## src/hw/rtl/bblru_pkg.sv

```systemverilog
// ----------------------------------------------------------------------------
// bblru_pkg: shared types and constants for the byte-budget lru cache
// Request codes, beat structs, sequencer states and default sizes.
// ----------------------------------------------------------------------------
`default_nettype none

package bblru_pkg;

   localparam int DefMaxEntries = 16;
   localparam int DefKeyBits    = 64;
   localparam int DefTagBits    = 32;

   localparam logic [1:0] REQ_LOOKUP = 2'd0;
   localparam logic [1:0] REQ_INSERT = 2'd1;
   localparam logic [1:0] REQ_CLEAR  = 2'd2;
   localparam logic [1:0] REQ_UNUSED = 2'd3;

   typedef struct packed {
      logic [1:0]  req_type;
      logic [63:0] key;
      logic [31:0] frame_tag;
      logic [31:0] frame_bytes;
   } req_type_type;

   typedef struct packed {
      logic        hit;
      logic [31:0] found_tag;
      logic        stored;
      logic [4:0]  evicted_count;
      logic [31:0] retained_bytes;
      logic [4:0]  entry_count;
   } rsp_type;

   typedef enum logic [2:0] {
      ST_IDLE,
      ST_SCAN,
      ST_EVICT_RD,
      ST_EVICT,
      ST_STORE,
      ST_DONE
   } state_type;

endpackage

`default_nettype wire

```

## src/hw/rtl/byte_budget_lru_cache_top.sv

```systemverilog
// ----------------------------------------------------------------------------
// byte_budget_lru_cache_top: size-weighted lru cache with a byte budget
// Sequencer around key/tag/size memories, valid and rank flip-flops.
// ----------------------------------------------------------------------------
// Use: one request beat on req_ (lookup, insert, clear) gives one response
// beat on rsp_. csr_wr_en/csr_wr_data set the byte budget; the user must
// set it only while idle, which the block does not enforce. Entry payloads
// sit in a synchronous memory read one slot per cycle. A lookup or insert
// scans every slot, comparing each valid slot's key with the request key.
// An insert that fits the budget then reads and drops each evicted entry
// in ST_EVICT_RD and ST_EVICT, and stores the new entry in ST_STORE.
// Clear and unused codes go straight to the response. One request is
// worked at a time; req_ready is low until the response beat has been taken.
// Reset empties the cache and clears the budget; memory contents are left
// alone since a slot's data is only used while it is valid, so no clearing
// pass runs. When the receiver stalls, the response is held on rsp_ and no
// new request is taken.
// ----------------------------------------------------------------------------
`default_nettype none

module byte_budget_lru_cache_top #(
   parameter int MAX_ENTRIES = bblru_pkg::DefMaxEntries,
   parameter int KEY_BITS    = bblru_pkg::DefKeyBits,
   parameter int TAG_BITS    = bblru_pkg::DefTagBits
) (
   input  wire logic                   clock,
   input  wire logic                   reset,
   input  wire logic                   req_valid,
   output logic                        req_ready,
   input  wire bblru_pkg::req_type_type req_data,
   output logic                        rsp_valid,
   input  wire logic                   rsp_ready,
   output bblru_pkg::rsp_type          rsp_data,
   input  wire logic                   csr_wr_en,
   input  wire logic [31:0]            csr_wr_data
);

   localparam int IW = $clog2(MAX_ENTRIES);
   localparam int CW = $clog2(MAX_ENTRIES + 1);
   localparam logic [CW-1:0] FULL = CW'(MAX_ENTRIES);
   localparam logic [IW-1:0] LAST = IW'(MAX_ENTRIES - 1);

   // memory: key, tag, size per slot
   localparam int MW = KEY_BITS + TAG_BITS + 32;
   logic [MW-1:0] mem [MAX_ENTRIES];
   logic [MW-1:0] rd_q;
   logic          mem_we;
   logic [IW-1:0] mem_wa, mem_ra;
   logic [MW-1:0] mem_wd;

   always_ff @(posedge clock) begin
      if (mem_we) begin
         mem[mem_wa] <= mem_wd;
      end
      rd_q <= mem[mem_ra];
   end

   logic [KEY_BITS-1:0] rd_key;
   logic [TAG_BITS-1:0] rd_tag;
   logic [31:0]         rd_size;
   assign rd_key  = rd_q[MW-1 -: KEY_BITS];
   assign rd_tag  = rd_q[32 +: TAG_BITS];
   assign rd_size = rd_q[31:0];

   // control state
   bblru_pkg::state_type state_ff, state_in;
   logic [MAX_ENTRIES-1:0] valid_ff, valid_in;
   logic [IW-1:0] rank_ff [MAX_ENTRIES];
   logic [IW-1:0] rank_in [MAX_ENTRIES];
   logic [31:0]   cap_ff, bytes_ff, bytes_in;
   logic [CW-1:0] cnt_ff, cnt_in;
   bblru_pkg::req_type_type req_ff, req_in;
   bblru_pkg::rsp_type rsp_ff, rsp_in;
   logic [IW-1:0] idx_ff, idx_in;
   logic          rvld_ff, rvld_in;
   logic [IW-1:0] ridx_ff, ridx_in;
   logic          hit_ff, hit_in;
   logic [IW-1:0] hslot_ff, hslot_in;
   logic [TAG_BITS-1:0] htag_ff, htag_in;
   logic [4:0]    ev_ff, ev_in;

   always_ff @(posedge clock) begin
      if (reset) begin
         state_ff <= bblru_pkg::ST_IDLE;
         valid_ff <= '0;
         cap_ff   <= '0;
         bytes_ff <= '0;
         cnt_ff   <= '0;
         rvld_ff  <= 1'b0;
         for (int i = 0; i < MAX_ENTRIES; i++) rank_ff[i] <= '0;
      end else begin
         state_ff <= state_in;
         valid_ff <= valid_in;
         bytes_ff <= bytes_in;
         cnt_ff   <= cnt_in;
         rvld_ff  <= rvld_in;
         for (int i = 0; i < MAX_ENTRIES; i++) rank_ff[i] <= rank_in[i];
         if (csr_wr_en) cap_ff <= csr_wr_data;
      end
   end

   always_ff @(posedge clock) begin
      req_ff   <= req_in;
      rsp_ff   <= rsp_in;
      idx_ff   <= idx_in;
      ridx_ff  <= ridx_in;
      hit_ff   <= hit_in;
      hslot_ff <= hslot_in;
      htag_ff  <= htag_in;
      ev_ff    <= ev_in;
   end

   // least recent slot: rank equals count - 1
   logic [IW-1:0] lru_slot;
   logic [CW-1:0] cnt_m1;
   assign cnt_m1 = cnt_ff - CW'(1);
   always_comb begin
      lru_slot = '0;
      for (int i = 0; i < MAX_ENTRIES; i++)
         if (valid_ff[i] && CW'(rank_ff[i]) == cnt_m1) lru_slot = IW'(i);
   end

   // lowest free slot
   logic [IW-1:0] free_slot;
   always_comb begin
      free_slot = '0;
      for (int i = MAX_ENTRIES - 1; i >= 0; i--)
         if (!valid_ff[i]) free_slot = IW'(i);
   end

   logic [KEY_BITS-1:0] req_key;
   assign req_key = KEY_BITS'(req_ff.key);
   logic ins_ok;
   assign ins_ok = cap_ff != 0 && req_ff.frame_bytes != 0 && req_ff.frame_bytes <= cap_ff;
   logic [32:0] need;
   assign need = {1'b0, bytes_ff} + {1'b0, req_ff.frame_bytes};

   always_comb begin
      state_in = state_ff;
      valid_in = valid_ff;
      for (int i = 0; i < MAX_ENTRIES; i++) rank_in[i] = rank_ff[i];
      bytes_in = bytes_ff;
      cnt_in   = cnt_ff;
      req_in   = req_ff;
      rsp_in   = rsp_ff;
      idx_in   = idx_ff;
      rvld_in  = 1'b0;
      ridx_in  = idx_ff;
      hit_in   = hit_ff;
      hslot_in = hslot_ff;
      htag_in  = htag_ff;
      ev_in    = ev_ff;
      mem_we   = 1'b0;
      mem_wa   = free_slot;
      mem_wd   = {req_key, TAG_BITS'(req_ff.frame_tag), req_ff.frame_bytes};
      mem_ra   = idx_ff;
      req_ready = 1'b0;

      // registered compare of the slot read last cycle
      if (rvld_ff && valid_ff[ridx_ff] && rd_key == req_key) begin
         hit_in   = 1'b1;
         hslot_in = ridx_ff;
         htag_in  = rd_tag;
      end

      case (state_ff)
         bblru_pkg::ST_IDLE: begin
            req_ready = 1'b1;
            if (req_valid) begin
               req_in = req_data;
               idx_in = '0;
               hit_in = 1'b0;
               ev_in  = '0;
               if (req_data.req_type == bblru_pkg::REQ_LOOKUP ||
                   (req_data.req_type == bblru_pkg::REQ_INSERT)) begin
                  state_in = bblru_pkg::ST_SCAN;
               end else begin
                  if (req_data.req_type == bblru_pkg::REQ_CLEAR) begin
                     valid_in = '0;
                     for (int i = 0; i < MAX_ENTRIES; i++) rank_in[i] = '0;
                     bytes_in = '0;
                     cnt_in   = '0;
                  end
                  state_in = bblru_pkg::ST_DONE;
               end
            end
         end
         bblru_pkg::ST_SCAN: begin
            // one slot read per cycle; its compare runs in the next cycle
            mem_ra  = idx_ff;
            rvld_in = !(idx_ff == LAST && rvld_ff && ridx_ff == LAST);
            if (idx_ff != LAST) idx_in = idx_ff + IW'(1);
            if (rvld_ff && ridx_ff == LAST) begin
               rvld_in = 1'b0;
               if (req_ff.req_type == bblru_pkg::REQ_LOOKUP) begin
                  if (hit_in) begin
                     for (int i = 0; i < MAX_ENTRIES; i++)
                        if (valid_ff[i] && rank_ff[i] < rank_ff[hslot_in])
                           rank_in[i] = rank_ff[i] + IW'(1);
                     rank_in[hslot_in] = '0;
                  end
                  state_in = bblru_pkg::ST_DONE;
               end else if (!ins_ok) begin
                  state_in = bblru_pkg::ST_DONE;
               end else if (hit_in) begin
                  idx_in   = hslot_in;
                  state_in = bblru_pkg::ST_EVICT_RD;
               end else begin
                  hit_in   = 1'b0;
                  state_in = bblru_pkg::ST_EVICT_RD;
                  if (cnt_ff != 0 && (need > {1'b0, cap_ff} || cnt_ff == FULL))
                     idx_in = lru_slot;
                  else
                     state_in = bblru_pkg::ST_STORE;
               end
            end
         end
         bblru_pkg::ST_EVICT_RD: begin
            // fetch size of the slot being dropped
            mem_ra   = idx_ff;
            state_in = bblru_pkg::ST_EVICT;
         end
         bblru_pkg::ST_EVICT: begin
            for (int i = 0; i < MAX_ENTRIES; i++)
               if (valid_ff[i] && rank_ff[i] > rank_ff[idx_ff])
                  rank_in[i] = rank_ff[i] - IW'(1);
            rank_in[idx_ff] = '0;
            valid_in[idx_ff] = 1'b0;
            bytes_in = bytes_ff - rd_size;
            cnt_in   = cnt_m1;
            ev_in    = ev_ff + 5'd1;
            hit_in   = 1'b0;
            state_in = bblru_pkg::ST_STORE;
            // check again against the updated totals next pass
            if (cnt_in != 0) begin
               if ({1'b0, bytes_in} + {1'b0, req_ff.frame_bytes} > {1'b0, cap_ff}) begin
                  state_in = bblru_pkg::ST_EVICT_RD;
               end
            end
            idx_in = idx_ff;
            if (state_in == bblru_pkg::ST_EVICT_RD) begin
               // new least recent: old rank count - 1, or count - 2 when the
               // dropped slot was itself the least recent
               for (int i = 0; i < MAX_ENTRIES; i++)
                  if (valid_ff[i] && i != int'(idx_ff) &&
                      CW'(rank_ff[i]) == cnt_m1 -
                      ((rank_ff[i] > rank_ff[idx_ff]) ? CW'(0) : CW'(1)))
                     idx_in = IW'(i);
            end
         end
         bblru_pkg::ST_STORE: begin
            if (cnt_ff == FULL) begin
               idx_in   = lru_slot;
               state_in = bblru_pkg::ST_EVICT_RD;
            end else begin
               mem_we = 1'b1;
               for (int i = 0; i < MAX_ENTRIES; i++)
                  if (valid_ff[i]) rank_in[i] = rank_ff[i] + IW'(1);
               rank_in[free_slot]  = '0;
               valid_in[free_slot] = 1'b1;
               bytes_in = bytes_ff + req_ff.frame_bytes;
               cnt_in   = cnt_ff + CW'(1);
               state_in = bblru_pkg::ST_DONE;
            end
         end
         bblru_pkg::ST_DONE: begin
            // response built from final totals; held until taken
            state_in = bblru_pkg::ST_DONE;
         end
         default: state_in = bblru_pkg::ST_IDLE;
      endcase

      if (state_ff == bblru_pkg::ST_DONE && rsp_ready) state_in = bblru_pkg::ST_IDLE;
      if (state_in == bblru_pkg::ST_DONE && state_ff != bblru_pkg::ST_DONE) begin
         rsp_in.hit = req_ff.req_type == bblru_pkg::REQ_LOOKUP && hit_in;
         rsp_in.found_tag = rsp_in.hit ? 32'(htag_in) : 32'd0;
         rsp_in.stored = state_ff == bblru_pkg::ST_STORE;
         rsp_in.evicted_count = req_ff.req_type == bblru_pkg::REQ_INSERT ? ev_in : 5'd0;
         rsp_in.retained_bytes = bytes_in;
         rsp_in.entry_count = 5'(cnt_in);
         if (state_ff == bblru_pkg::ST_IDLE) begin
            rsp_in.hit = 1'b0;
            rsp_in.found_tag = '0;
            rsp_in.stored = 1'b0;
            rsp_in.evicted_count = '0;
         end
      end
   end

   assign rsp_valid = state_ff == bblru_pkg::ST_DONE;
   assign rsp_data  = rsp_ff;

endmodule

`default_nettype wire
```

## config.mk

```make
export PLATFORM = sky130hd
export DESIGN_NAME = byte_budget_lru_cache_top
export DESIGN_NICKNAME = d
export VERILOG_FILES = /design/src/hw/rtl/bblru_pkg.sv /design/src/hw/rtl/byte_budget_lru_cache_top.sv
export SDC_FILE = /design/constraint.sdc
export NUM_CORES = 2
export LEC_CHECK = 0
export BUFFER_PORTS_ARGS = -buffer_cell sky130_fd_sc_hd__buf_2
export CORE_ASPECT_RATIO = 1.25
export CORE_MARGIN = 2
export CORE_UTILIZATION = 35
export DETAILED_ROUTE_END_ITERATION = 6
export REMOVE_ABC_BUFFERS = 1
export SLEW_MARGIN = 10
export SYNTH_ARGS = -nofsm -noshare
export SYNTH_HDL_FRONTEND = slang
export SYNTH_SLANG_ARGS = --single-unit
```

## constraint.sdc

```tcl
create_clock -name clock -period 20.5 [get_ports clock]
set_clock_uncertainty 0.15 [all_clocks]
set_input_delay 0 -clock clock [delete_from_list [all_inputs] [get_ports clock]]
set_output_delay 0 -clock clock [all_outputs]
set_load 0.02 [all_outputs]
```

# ---- Yosys cells after proc, flatten, opt, wreduce, memory -nomap -nowiden
# Memory sizes are Yosys's and may differ from the RTL's. A register that Yosys moved wholly into a read port is not among the register bits.
# Cells that the tools add are included.
# W data, S select, Z words.
dict set report totals {
  reg_bits 345
  ram_bits 2112
  in_bits 167
  wordCells 657
  memories 2
}
dict set report op_classes {
  n_addsub 56
  magnitude_cmp 46
  eq_ne 69
  muxes 317
  bitwise 31
  reduce_logical 114
}
# name depth word_bits read_ports rd_ports_with_merged_regs write_ports line_no
set mem_list {}
lappend mem_list {mem 16 128 1 1 1 byte_budget_lru_cache_top.sv:45} ;# logic [MW-1:0] mem [MAX_ENTRIES];
lappend mem_list {rank_ff 16 4 18 1 16 byte_budget_lru_cache_top.sv:68} ;# logic [IW-1:0] rank_ff [MAX_ENTRIES];
# op count
set op_table {}
lappend op_table {{$mux W4} 236}
lappend op_table {{$mux W64} 7}
lappend op_table {{$pmux W64 S4} 1}
lappend op_table {{$and A64 B64 Y64} 3}
lappend op_table {{$not A64 Y64} 3}
lappend op_table {{$mux W32} 5}
lappend op_table {{$eq A4 B5 Y1} 31}
lappend op_table {{$pmux W32 S3} 1}
lappend op_table {{$logic_and A1 B1 Y1} 95}
lappend op_table {{$sub A5 B1 Y5} 16}
lappend op_table {{$add A4 B1 Y4 const B} 17}
lappend op_table {{$add A32 B32 Y33} 2}
lappend op_table {{$gt A33 B32 Y1} 2}
lappend op_table {{$eq A64 B64 Y1} 1}
lappend op_table {{$gt A4 B4 Y1} 16}
lappend op_table {{$lt A4 B4 Y1} 16}
lappend op_table {{$mux W16} 4}
lappend op_table {{$reduce_bool A32 Y1} 2}
lappend op_table {{$sub A4 B1 Y4 const B} 16}
lappend op_table {{$demux W4 S4} 3}
lappend op_table {{$pmux W16 S3} 1}
lappend op_table {{$mux W3} 12}
lappend op_table {{$mux W1} 34}
lappend op_table {{$add A32 B32 Y32} 1}
lappend op_table {{other kinds (48)} 108}

# ---- Depth between registers and ports, before layout
dict set report depth {
  word_depth 26
  ltp_mapped 35
  depth_no_buf 35
}

# ---- Worst setup path before layout
# OpenSTA, ideal clock, no wires.
dict set report synth_timing {
  kind {register to register}
  startpoint {register bytes_ff[0]}
  endpoint {register rsp_ff (netlist bit rsp_data[0]), enable pin}
  setup_ns 0.555
  arrival_ns 9.825
  required_time_ns 19.795
  path_slack_ns 9.970
  stages_incl_launch_ff 35
  path_buffers 0
  synth_period_minus_slack_ns 10.530
  cell_sequence {dfxtp_1 inv_1 ha_1 fa_1 nor2b_1 o21ai_0 a21bo_2 a21oi_1 a21oi_1 o21bai_1 a21o_1 a21o_1 a21oi_1 xnor2_1 ha_1 a21oi_1 nor2b_1 o21ai_0 nand2b_1 a21o_1 a21o_1 o31a_1 nor2b_1 o311ai_0 a31o_2 a21oi_1 xnor2_1 ha_1 a2111oi_0 and3_1 o221ai_1 a221oi_1 a21boi_0 o221a_2 a31oi_1}
}
dict set report synth_between {
  elab_chain_len 13
}
# item line_no
set synth_rtl {}
lappend synth_rtl {{from (decl)} byte_budget_lru_cache_top.sv:70} ;# logic [31:0] cap_ff, bytes_ff, bytes_in;
lappend synth_rtl {{from (signal assigned)} byte_budget_lru_cache_top.sv:94} ;# bytes_ff <= bytes_in;
lappend synth_rtl {{branches (longest 9 deep; another with $add A32 B32 Y33)} n/a}
lappend synth_rtl {{$pmux W3 S6 *} byte_budget_lru_cache_top.sv:166} ;# case (state_ff)
lappend synth_rtl {{$mux W3 *} byte_budget_lru_cache_top.sv:273} ;# if (state_ff == bblru_pkg::ST_DONE && rsp_ready) state_in = bblru_pkg::ST_IDLE;
lappend synth_rtl {{$eq A3 B3 Y1 *} byte_budget_lru_cache_top.sv:274} ;# if (state_in == bblru_pkg::ST_DONE && state_ff != bblru_pkg::ST_DONE) begin
lappend synth_rtl {{$logic_and A1 B1 Y1 *} byte_budget_lru_cache_top.sv:274}
lappend synth_rtl {{to (signal assigned)} byte_budget_lru_cache_top.sv:104} ;# rsp_ff <= rsp_in;
lappend synth_rtl {{to (decl)} byte_budget_lru_cache_top.sv:73} ;# bblru_pkg::rsp_type rsp_ff, rsp_in;
# Every way passes the cells marked *. The select of a mux whose other input is x is not followed.
# A chain may end at the register's enable or synchronous reset.

# ---- Worst setup path after layout
dict set report layout_timing {
  startpoint {register bytes_ff[0]}
  endpoint {register rsp_ff (netlist bit rsp_data[47]), enable pin}
}
# The elaborated chain is that of the path after synthesis.

==> reports/metrics.cfg <==
[global_routing]
grt_max_degree=124
overflow=0
grt_antenna_before_repair=16
grt_use_total=0.203
grt_first_pass_wirelength_mm=492
grt_pass1_vias=70300

[final_layout]
multi_input_area_um2=37100
nFillCells=28700
stdcell_count=12200
drive_gt1_frac=0.203
syn_to_final_growth_pct=17.5
area.sequential_um2=74400
nets=8252
design_area_um2=134000
fin_util=0.414

[yosys]
synth_area_leader_cell=edfxtp_1
synth_edf_count=2258
yosysTopAreaCellShare=0.596
synth_seq_area_share=0.655
ys_warn_count=0
synthArstFlopShare=0
netlist_area_um2=114000
ys_types=113
netlist_instances=6964
synthFlopType=edfxtp_1
avgSynthCellArea_um2=16.3
ys_ff_latch=2589
synthTopCellsByArea=edfxtp_1 (60%), mux4_2 (13%), dfxtp_1 (5.8%)

[timing]
fin_ws_ns=10.72
drv_slew=0
relSlewSlack=0.184
finalSetupViolCount=0
fin_crit_sh=0.477
rsz0062_at_grt=false
min_period_ns=9.78
max_freq_mhz=102
hold_violations=0
worst_pin_slew_ns=1.22

[place]
routabilityCongestion=0.975
dp_cells=11300
portBuffers=244
dpl_cell_area_um2=120000
preCtsSetupSlack_ns=10.74
place_hpwl_mm=201

[power_and_ir_drop]
power_leakage_nw=44.9
cellPowerDensity_nw_per_um2=109
ir_drop_v=0.0000881

[floorplanning]
num_rows=233
die_w_um=514
core_um2=323000
ios=245
fp.dieH_um=641
initial_utilization=0.352
die-area_um2=329000

[setup_path]
endpoint_kind=flip-flop
cp-start-kind=flip-flop
critPathMaxStageDelay_ns=0.67
crit_required_ns=20.83
cpMostUsedCell=a21oi_1
critPathSlowestCell=a221oi_1
crit_fanout=50
critPathKind=flip-flop to flip-flop
crit_arrival_ns=10.11
ff2ff_path_depth=36

[status]
outcome=complete, no violations

[clock_tree]
cts_tree=yes
clk_pin_slew_ns=0.06
clockBufferDepth=4
cts_resized=0
ctsHtreeMaxLevel=5
cts_buffers=285
cts_num_sinks=2589
clk_latency_ns=0.87
cts-root-buf=clkbuf_16

[routing]
vias_per_cell=5.70
drc_errors=0
ant_nets=0
dr.pass1.iters=6
drt_iter0_drc=7409
wirelength_mm=340
avgRoutedWirePerCell_um=28.0
via_count=69300

[run]
maxCapViolCount=0

[hold_path]
hold-path-cell-count=6
hold_class=input port to flip-flop

[cell usage after synthesis, drive strengths merged, types with 89 or more instances]
library cell  number
clkbuf           255
nor2b             92
nand2            333
nand3            121
nand4             93
dfxtp            331
o21ai            226
a21o              97
buf               89
mux4             665
edfxtp          2258
inv              244
ha               377
nor2             251
a21oi            335
xor2             101
xnor2            146
[sequential cells by signal, summed over array words and instances (netlist names), named ones only]
signal    flops
bytes_ff     32
cap_ff       32
cnt_ff        5
ev_ff         5
hit_ff        1
hslot_ff      4
htag_ff      32
idx_ff        4
mem        2048
mem_wd       64
rank_ff      64
rd_q        128
req_ff        2
req_key      64
ridx_ff       4
rsp_data     76
rvld_ff       1
state_ff      3
valid_ff     16
[per-layer routing]
layer  GRT usage  routed length [µm]
met5           0                  27
met4      0.0755               13500
met3      0.0327               24700
met2       0.333              162000
met1       0.271              140000
[final cells by class]
cell class / instances / share of cell area
Inverter: 245 / 0.00776
Timing Repair Buffer: 798 / 0.0483
Multi-Input combinational cell: 3786 / 0.278
Sequential cell: 2589 / 0.557
Clock buffer: 373 / 0.0584
Tap cell: 4230 / 0.0396
Antenna cell: 1 / 0.0000187
Clock inverter: 138 / 0.0113
[worst max-delay path: cells and delay by family, from the launching register on]
family                     cells  cell delay [ns]
adders and majority gates      4             1.17
buffers and inverters          3             1.10
AOI/OAI and AO/OA             22             5.33
xor gates and xnor gates       2             0.34
DFF                            1             0.35
and+or+nand+nor                5             0.73
[through the flow]
step / total power, mW / setup TNS [ns] / hold slack [ns]
2_1_floorplan: 9.55 / -221.95 / -0.0854
3_3_place_gp: 9.42 / 0 / 0.0267
3_5_place_dp: 9.45 / 0 / 0.0281
4_1_cts: 14.7 / 0 / 0.132
5_1_grt: 15.1 / 0 / 0.216
6_report: 14.5 / 0 / 0.213
[path summary, 6_finish.rpt]
check | start | to | slack, ns
max | bytes_ff[0] | rsp_data[47] | 10.72
min reg2reg | htag_ff[24] | htag_ff[24] | 0.32
min | req_valid | state_ff[0] | 0.21
max reg2reg | bytes_ff[0] | rsp_data[47] | 10.72
[cell usage in the layout, fill, tap and decap left out, types with 20 or more instances in the layout]
cell	n
edfxtp_1	2258
mux4_2	665
dlygate4sd3_1	392
ha_1	377
a21oi_1	332
nand2_1	331
dfxtp_1	330
clkbuf_16	292
nor2_1	245
buf_2	243
inv_1	223
o21ai_0	218
buf_4	156
xnor2_1	144
nand3_1	119
xor2_1	101
a21o_1	97
nor2b_1	92
nand4_1	91
nand2b_1	79
nor3_1	68
clkbuf_1	62
a31oi_1	58
mux2i_1	47
a211oi_1	46
clkinv_1	46
and3_1	43
nor4_1	42
clkinv_2	41
mux2_2	40
o211ai_1	36
o21a_1	29
o22ai_1	28
bufinv_16	28
or3_1	23
o31ai_1	23
a41oi_1	20
[cells by family (layout without fill, tap and decap cells)]
kind of cell | count (synthesis) | count (layout) | synth area share
flops | 2589 | 2589 | 0.655
simple gates | 1229 | 1229 | 0.0543
compound gates | 1168 | 1168 | 0.0680
mux | 756 | 756 | 0.141
buf+inv | 589 | 1554 | 0.0201
fa+ha+maj | 380 | 380 | 0.0420
xor+xnor | 253 | 253 | 0.0202
other cells | 0 | 1 | 0
[power by group]
part           internal, mW  leakage [nW]  switching, mW
combinational          1.46          17.2           1.71
clock                  3.04          4.55           2.10
sequential             6.02          23.2          0.203
[what timing repair did]
action                    CTS  global route
setup buffers               0             0
hold buffers              392             0
hold endpoints to repair  239             0
Power figures use the tool's default switching activity.
